===== src/rtl/core/wmep_pkg.sv =====
// Package for the windowed minimum energy path block.
// Holds shared widths, defaults and the control struct for the compare unit.
// No dependencies.
package wmep_pkg;

  // Fixed field widths
  localparam int HEIGHT_IN_W = 16;
  localparam int ENERGY_W    = 32;
  localparam int JW_W        = 4;

  // Parameter defaults
  localparam int MAX_WINDOW_DEF  = 8;
  localparam int HEIGHT_BITS_DEF = 16;

  // Register reset value and saturation limit
  localparam logic [JW_W-1:0]     JW_RESET   = 4'd1;
  localparam logic [ENERGY_W-1:0] ENERGY_MAX = 32'hFFFF_FFFF;

  // Controls for the shared candidate unit
  typedef struct packed {
    logic load;  // start a new item
    logic zero;  // start value is zero (no earlier step held)
    logic step;  // fold one candidate into the running minimum
  } unit_ctrl_t;

endpackage


===== src/rtl/core/wmep_ram.sv =====
// Generic single write port, single read port RAM with registered read.
// Depends on nothing.
module wmep_ram #(
  parameter int WIDTH = 8,
  parameter int DEPTH = 8
) (
  input  logic                                   clk,
  input  logic                                   we,
  input  logic [(DEPTH > 1 ? $clog2(DEPTH) : 1)-1:0] waddr,
  input  logic [WIDTH-1:0]                       wdata,
  input  logic [(DEPTH > 1 ? $clog2(DEPTH) : 1)-1:0] raddr,
  output logic [WIDTH-1:0]                       rdata
);

  logic [WIDTH-1:0] mem [DEPTH];

  // Write on enable, register the read every cycle
  always_ff @(posedge clk) begin
    if (we) begin
      mem[waddr] <= wdata;
    end
    rdata <= mem[raddr];
  end

endmodule


===== src/rtl/core/wmep_unit.sv =====
// Shared candidate unit: absolute height difference, saturating add, running minimum.
// Depends on wmep_pkg.
module wmep_unit #(
  parameter int HW = wmep_pkg::HEIGHT_BITS_DEF
) (
  input  logic                             clk,
  input  wmep_pkg::unit_ctrl_t             ctrl,
  input  logic [HW-1:0]                    h,
  input  logic [HW-1:0]                    hist_height,
  input  logic [wmep_pkg::ENERGY_W-1:0]    hist_energy,
  output logic [wmep_pkg::ENERGY_W-1:0]    acc
);

  logic [HW-1:0]                     diff;
  logic [wmep_pkg::ENERGY_W:0]       sum;
  logic [wmep_pkg::ENERGY_W-1:0]     cand;

  // Candidate energy = earlier energy + |height difference|, saturated
  always_comb begin
    diff = (h >= hist_height) ? (h - hist_height) : (hist_height - h);
    sum  = {1'b0, hist_energy} + (wmep_pkg::ENERGY_W + 1)'(diff);
    cand = sum[wmep_pkg::ENERGY_W] ? wmep_pkg::ENERGY_MAX : sum[wmep_pkg::ENERGY_W-1:0];
  end

  // Load the start value or keep the smaller candidate
  always_ff @(posedge clk) begin
    if (ctrl.load) begin
      acc <= ctrl.zero ? '0 : wmep_pkg::ENERGY_MAX;
    end else if (ctrl.step && (cand < acc)) begin
      acc <= cand;
    end
  end

endmodule


===== src/rtl/core/windowed_min_energy_path.sv =====
// Windowed minimum energy path: least energy per step. Uses wmep_pkg, wmep_ram, wmep_unit.
// Effective window W: jump_window clamped to 1..MAX_WINDOW, limited by the steps held.
// The input stalls while an item is in work; one candidate per cycle goes
// through the shared unit after a registered RAM read; a stalled result holds the write.
// Reset (rst, sync) clears history count, ring pointer and output valid; jump_window = 1.
module windowed_min_energy_path #(
  parameter int MAX_WINDOW  = wmep_pkg::MAX_WINDOW_DEF,
  parameter int HEIGHT_BITS = wmep_pkg::HEIGHT_BITS_DEF
) (
  input  logic                               clk,
  input  logic                               rst,
  input  logic                               jump_window_we,
  input  logic [wmep_pkg::JW_W-1:0]          jump_window,
  input  logic                               in_valid,
  output logic                               in_stall,
  input  logic [wmep_pkg::HEIGHT_IN_W-1:0]   height,
  input  logic                               first_step,
  output logic                               out_valid,
  input  logic                               out_stall,
  output logic [wmep_pkg::ENERGY_W-1:0]      min_energy
);

  localparam int HW    = (HEIGHT_BITS < wmep_pkg::HEIGHT_IN_W) ? HEIGHT_BITS
                                                                : wmep_pkg::HEIGHT_IN_W;
  localparam int PTR_W = (MAX_WINDOW > 1) ? $clog2(MAX_WINDOW) : 1;
  localparam int CNT_W = $clog2(MAX_WINDOW + 1);
  localparam int WIN_W = (CNT_W > wmep_pkg::JW_W) ? CNT_W : wmep_pkg::JW_W;
  localparam int RAM_W = HW + wmep_pkg::ENERGY_W;

  typedef enum logic [3:0] {
    S_IDLE  = 4'b0001,
    S_RUN   = 4'b0010,
    S_WRITE = 4'b0100,
    S_SPARE = 4'b1000
  } state_t;

  state_t                        state;
  logic [wmep_pkg::JW_W-1:0]     jw;
  logic [HW-1:0]                 h_reg;
  logic [CNT_W-1:0]              issue_left;
  logic [CNT_W-1:0]              steps_seen;
  logic [PTR_W-1:0]              rd_ptr;
  logic [PTR_W-1:0]              write_pos;
  logic                          dv;

  logic                          accept;
  logic                          out_free;
  logic                          ram_we;
  logic [WIN_W-1:0]              jw_ext;
  logic [WIN_W-1:0]              win_clamp;
  logic [WIN_W-1:0]              seen_ext;
  logic [CNT_W-1:0]              win;
  logic [PTR_W-1:0]              wp_prev;
  logic [PTR_W-1:0]              rd_prev;
  logic [RAM_W-1:0]              ram_rdata;
  logic [wmep_pkg::ENERGY_W-1:0] acc;
  wmep_pkg::unit_ctrl_t          uctrl;

  assign accept   = in_valid && !in_stall;
  assign in_stall = (state != S_IDLE);
  assign out_free = !out_valid || !out_stall;
  assign ram_we   = (state == S_WRITE) && out_free;

  // Effective window: clamp the register, then limit by the steps held
  always_comb begin
    jw_ext    = WIN_W'(jw);
    if (jw_ext == '0) begin
      win_clamp = WIN_W'(1);
    end else if (jw_ext > WIN_W'(MAX_WINDOW)) begin
      win_clamp = WIN_W'(MAX_WINDOW);
    end else begin
      win_clamp = jw_ext;
    end
    seen_ext = first_step ? '0 : WIN_W'(steps_seen);
    win      = (win_clamp < seen_ext) ? CNT_W'(win_clamp) : CNT_W'(seen_ext);
  end

  // Step ring pointers back with wrap
  assign wp_prev = (write_pos == '0) ? PTR_W'(MAX_WINDOW - 1) : write_pos - PTR_W'(1);
  assign rd_prev = (rd_ptr == '0) ? PTR_W'(MAX_WINDOW - 1) : rd_ptr - PTR_W'(1);

  // Sequencer and control state
  always_ff @(posedge clk) begin
    if (rst) begin
      state      <= S_IDLE;
      jw         <= wmep_pkg::JW_RESET;
      issue_left <= '0;
      steps_seen <= '0;
      write_pos  <= '0;
      dv         <= 1'b0;
      out_valid  <= 1'b0;
    end else begin
      if (jump_window_we) begin
        jw <= jump_window;
      end
      dv <= (state == S_RUN) && (issue_left != '0);
      case (state)
        S_IDLE: begin
          if (accept) begin
            if (first_step) begin
              steps_seen <= '0;
            end
            issue_left <= win;
            rd_ptr     <= wp_prev;
            state      <= (win == '0) ? S_WRITE : S_RUN;
          end
        end
        S_RUN: begin
          if (issue_left != '0) begin
            issue_left <= issue_left - CNT_W'(1);
            rd_ptr     <= rd_prev;
          end else if (!dv) begin
            state <= S_WRITE;
          end
        end
        S_WRITE: begin
          if (out_free) begin
            write_pos <= (write_pos == PTR_W'(MAX_WINDOW - 1)) ? '0
                                                               : write_pos + PTR_W'(1);
            if (steps_seen != CNT_W'(MAX_WINDOW)) begin
              steps_seen <= steps_seen + CNT_W'(1);
            end
            state <= S_IDLE;
          end
        end
        default: begin
          state <= S_IDLE;
        end
      endcase
      // Load a finished item, drop a taken one
      if (ram_we) begin
        out_valid <= 1'b1;
      end else if (out_valid && !out_stall) begin
        out_valid <= 1'b0;
      end
    end
  end

  // Hold the item height and the result payload
  always_ff @(posedge clk) begin
    if (accept) begin
      h_reg <= height[HW-1:0];
    end
    if (ram_we) begin
      min_energy <= acc;
    end
  end

  assign uctrl.load = accept;
  assign uctrl.zero = (win == '0);
  assign uctrl.step = dv;

  wmep_ram #(
    .WIDTH (RAM_W),
    .DEPTH (MAX_WINDOW)
  ) u_hist (
    .clk   (clk),
    .we    (ram_we),
    .waddr (write_pos),
    .wdata ({h_reg, acc}),
    .raddr (rd_ptr),
    .rdata (ram_rdata)
  );

  wmep_unit #(
    .HW (HW)
  ) u_unit (
    .clk         (clk),
    .ctrl        (uctrl),
    .h           (h_reg),
    .hist_height (ram_rdata[RAM_W-1:wmep_pkg::ENERGY_W]),
    .hist_energy (ram_rdata[wmep_pkg::ENERGY_W-1:0]),
    .acc         (acc)
  );

  // History count never passes the ring depth
  a_seen_bound: assert property (@(posedge clk) disable iff (rst)
    steps_seen <= CNT_W'(MAX_WINDOW))
    else $error("steps_seen above ring depth");

  // Outstanding reads never pass the ring depth
  a_issue_bound: assert property (@(posedge clk) disable iff (rst)
    issue_left <= CNT_W'(MAX_WINDOW))
    else $error("issue count above ring depth");

  // Read data returns only while the sequencer is comparing
  a_dv_run: assert property (@(posedge clk) disable iff (rst)
    dv |-> (state == S_RUN))
    else $error("read data valid outside compare phase");

  // An item with no history skips the compare phase
  a_no_hist: assert property (@(posedge clk) disable iff (rst)
    (accept && (win == '0)) |=> (state == S_WRITE))
    else $error("empty window did not go straight to write");

  // A finished item shows up at the output and frees the input
  a_finish: assert property (@(posedge clk) disable iff (rst)
    ram_we |=> (out_valid && (state == S_IDLE)))
    else $error("finished item not presented");

endmodule

===== config.mk =====
export PLATFORM = sky130hd
export DESIGN_NAME = windowed_min_energy_path
export DESIGN_NICKNAME = d
export VERILOG_FILES = /design/src/rtl/core/wmep_pkg.sv /design/src/rtl/core/wmep_ram.sv /design/src/rtl/core/wmep_unit.sv /design/src/rtl/core/windowed_min_energy_path.sv
export SDC_FILE = /design/constraint.sdc
export NUM_CORES = 1
export LEC_CHECK = 0
export ABC_AREA = 1
export BUFFER_PORTS_ARGS = -buffer_cell sky130_fd_sc_hd__buf_2
export CAP_MARGIN = 20
export CORE_MARGIN = 2
export CORE_UTILIZATION = 62
export DETAILED_ROUTE_END_ITERATION = 12
export PLACE_DENSITY = 0.87
export SLEW_MARGIN = 20
export SYNTH_ARGS = -nofsm -noshare
export SYNTH_HDL_FRONTEND = slang
export SYNTH_SLANG_ARGS = --single-unit
export TNS_END_PERCENT = 5

===== constraint.sdc =====
create_clock -name clk -period 6.9 [get_ports clk]
set_input_delay 1.38 -clock clk [delete_from_list [all_inputs] [get_ports clk]]
set_output_delay 1.38 -clock clk [all_outputs]
set_load 0.02 [all_outputs]

==> results_dict.tcl <==
set metrics [dict create \
    setup_ws_ns 0.583 \
    crit_type "flip-flop to flip-flop" \
    arrival_ns 6.63 \
    yosysSeqAreaShare 0.653 \
    io_buffer_count 59 \
    wire_per_inst_um 19.5 \
    nFillCells 2604 \
    setup_viol_count_final 0 \
    ys_seq_elements 535 \
    post-place-ws_ns 0.699 \
    diodes 0 \
    viasPerCell 5.90 \
    drive_gt1_frac 0.0999 \
    stdcell_count 2724 \
    whs_ns 0.486 \
    cp_slowest_stage_delay_ns 0.52 \
    crit_path_top_delay_cell "edfxtp_1" \
    gp_congestion 0.914 \
    async_reset_ff_frac 0 \
    synth-edff-count 467 \
    grt_overflow_total 0 \
    p_leak_nw 9.83 \
    crit_buf_inv 4 \
    clkTransAtPathRegs_ns 0.06 \
    max_slew_margin 0.378 \
    avgSynthCellArea_um2 11.1 \
    grt_pass1_vias 16185 \
    critPathMaxFanout 21 \
    grt_use_total 0.274 \
    largest_register "u_hist.mem" \
    vdd_drop_max_uv 306 \
    min_path_type "flip-flop to flip-flop" \
    finalHoldViolCount 0 \
    ant_nets 0 \
    critPathRequiredTime_ns 7.22 \
    final_cell_mix "edfxtp_1 (467), nor2_1 (387), o21ai_0 (244), nand2_1 (221), inv_1 (170)" \
    finalNetCount 2294 \
    rows 71 \
    maxCapViolations 0 \
    synth_ff_type "edfxtp_1" \
    period_minus_slack_ns 6.32 \
    finalCritPeriodShare 0.915 \
    synthDistinctLibCells 56 \
    top_regs "u_hist.mem: 384 flops, u_hist.rdata: 48 flops" \
    core_um2 37500 \
    fp.dieArea_um2 39500 \
    setup_tns_ns 0 \
    die_w_um 199 \
    largest_reg_flops 384 \
    cts-resized-gates 0 \
    cts_root_buf "clkbuf_16" \
    antenna_found_initial 1 \
    layout_commonest_cell "edfxtp_1" \
    max_freq_mhz 158 \
    finalWirelength_um 53200 \
    drt_first_iter_violations 1265 \
    grt_max_degree 194 \
    grt_pass1_wl_um 83000 \
    dr.pass1.iters 5 \
    ioPinCount 60 \
    place_inst 2633 \
    cts_hold_buf 0 \
    rsz0062_at_grt "false" \
    cp-end-kind "flip-flop" \
    finClkSkew_ns 0.0263 \
    slew_violations 0 \
    die_h_um 199 \
    worst_path_most_repeated_cell "nand2_1" \
    via_count 16075 \
    numCtsBuffers 50 \
    htree_levels 2 \
    netlist_instances 2127 \
    syn_nets 2247 \
    drc 0 \
    postCtsSetupRepairBufs 0 \
    tritoncts "done" \
    ys_warn_count 0 \
    area_growth_syn_to_layout_pct 10.7 \
    dpl.hpwl_um 32500 \
    p_per_area_nw_per_um2 399 \
    clkSinkCount 535 \
    worst_setup_path_start_kind "flip-flop" \
    outcome "completed" \
    cp_top_family "simple AND/OR/NAND/NOR gates" \
    clock_path_buffers 3 \
    clk-insertion-delay-late_ns 0.59 \
    syn_area_um2 23500 \
    worst_slew_pin_slew_ns 0.932 \
    start_util 0.628 \
]
synth_stat cells, drive strengths merged, types with 2 or more instances:
cell type / count / area, um^2
a21oi: 84 / 428
o22ai: 48 / 300
ha: 91 / 1140
clkbuf: 66 / 248
a31oi: 51 / 319
inv: 177 / 669
o221ai: 2 / 23.8
nand3: 43 / 233
o21ai: 251 / 1270
o21bai: 2 / 15.0
or2: 21 / 131
nor3: 14 / 85.1
nor2: 402 / 1530
dfxtp: 68 / 1360
a211oi: 7 / 52.6
nand2: 230 / 886
a221oi: 2 / 17.5
edfxtp: 467 / 14000
mux2i: 5 / 50.1
nand4: 8 / 56.3
xnor2: 11 / 96.3
buf: 18 / 93.8
xor2: 12 / 105
nor4: 3 / 33.8
fa: 3 / 60.1
a21o: 9 / 67.6
nand3b: 4 / 30.0
o211ai: 7 / 62.6
o31ai: 2 / 15.0
o21a: 12 / 90.1
cells by family after synthesis:
| family | after synthesis | share of synthesized area |
|---|---|---|
| multiplexers | 5 | 0.00213 |
| AO/OA/AOI/OAI | 480 | 0.114 |
| AND/OR/NAND/NOR | 728 | 0.128 |
| XOR/XNOR | 23 | 0.00856 |
| flip-flops | 535 | 0.653 |
| buffers and inverters | 262 | 0.0431 |
| adder cells (fa/ha/maj) | 94 | 0.0509 |
per-layer routing:
| metal | global-route usage | vias up | part of all wire |
|---|---|---|---|
| met4 | 0.127 | 0 | 0.034 |
| met5 | 0 | - | 0 |
| li1 | - | 7536 | - |
| met3 | 0.0383 | 141 | 0.066 |
| met2 | 0.475 | 659 | 0.50 |
| met1 | 0.342 | 7739 | 0.40 |
report_power, final:
group | leakage [nW] | total (mW) | internal (mW) | switching, mW
registers | 4.79 | 4.38 | 4.05 | 0.326
logic | 4.22 | 3.18 | 1.14 | 2.04
clock network | 0.824 | 2.84 | 1.65 | 1.19
tightest hold or removal path, delay by kind of cell (launching register included):
kind	cells	cell delay (ns)
DFF	1	0.34
and+or+nand+nor	2	0.12
cell type report:
type                            count  area, um^2  area share
Clock buffer                       62        1340      0.0513
Sequential cell                   535       15400       0.590
Clock inverter                     29         353      0.0135
Multi-Input combinational cell   1330        7210       0.277
Timing Repair Buffer               79         458      0.0176
Tap cell                          511         639      0.0245
Inverter                          178         678      0.0260
final timing paths:
kind         slack [ns]  depth (start not counted)              to       from
max                0.58                         32  u_unit.acc[10]  h_reg[11]
min                0.49                          2           jw[0]      jw[0]
max reg2reg        0.58                         32  u_unit.acc[10]  h_reg[11]
min reg2reg        0.49                          2           jw[0]      jw[0]
metrics by stage:
step                      power (mW)   util  instance area, um^2
after floorplan                 6.64      -                23500
after global placement          7.45  0.650                24400
after detailed placement        7.54  0.650                24400
after CTS                       10.4  0.695                26100
after global routing            11.0  0.695                26100
final                           10.4  0.695                26100
Note: power is estimated with default switching activity, not from simulation.
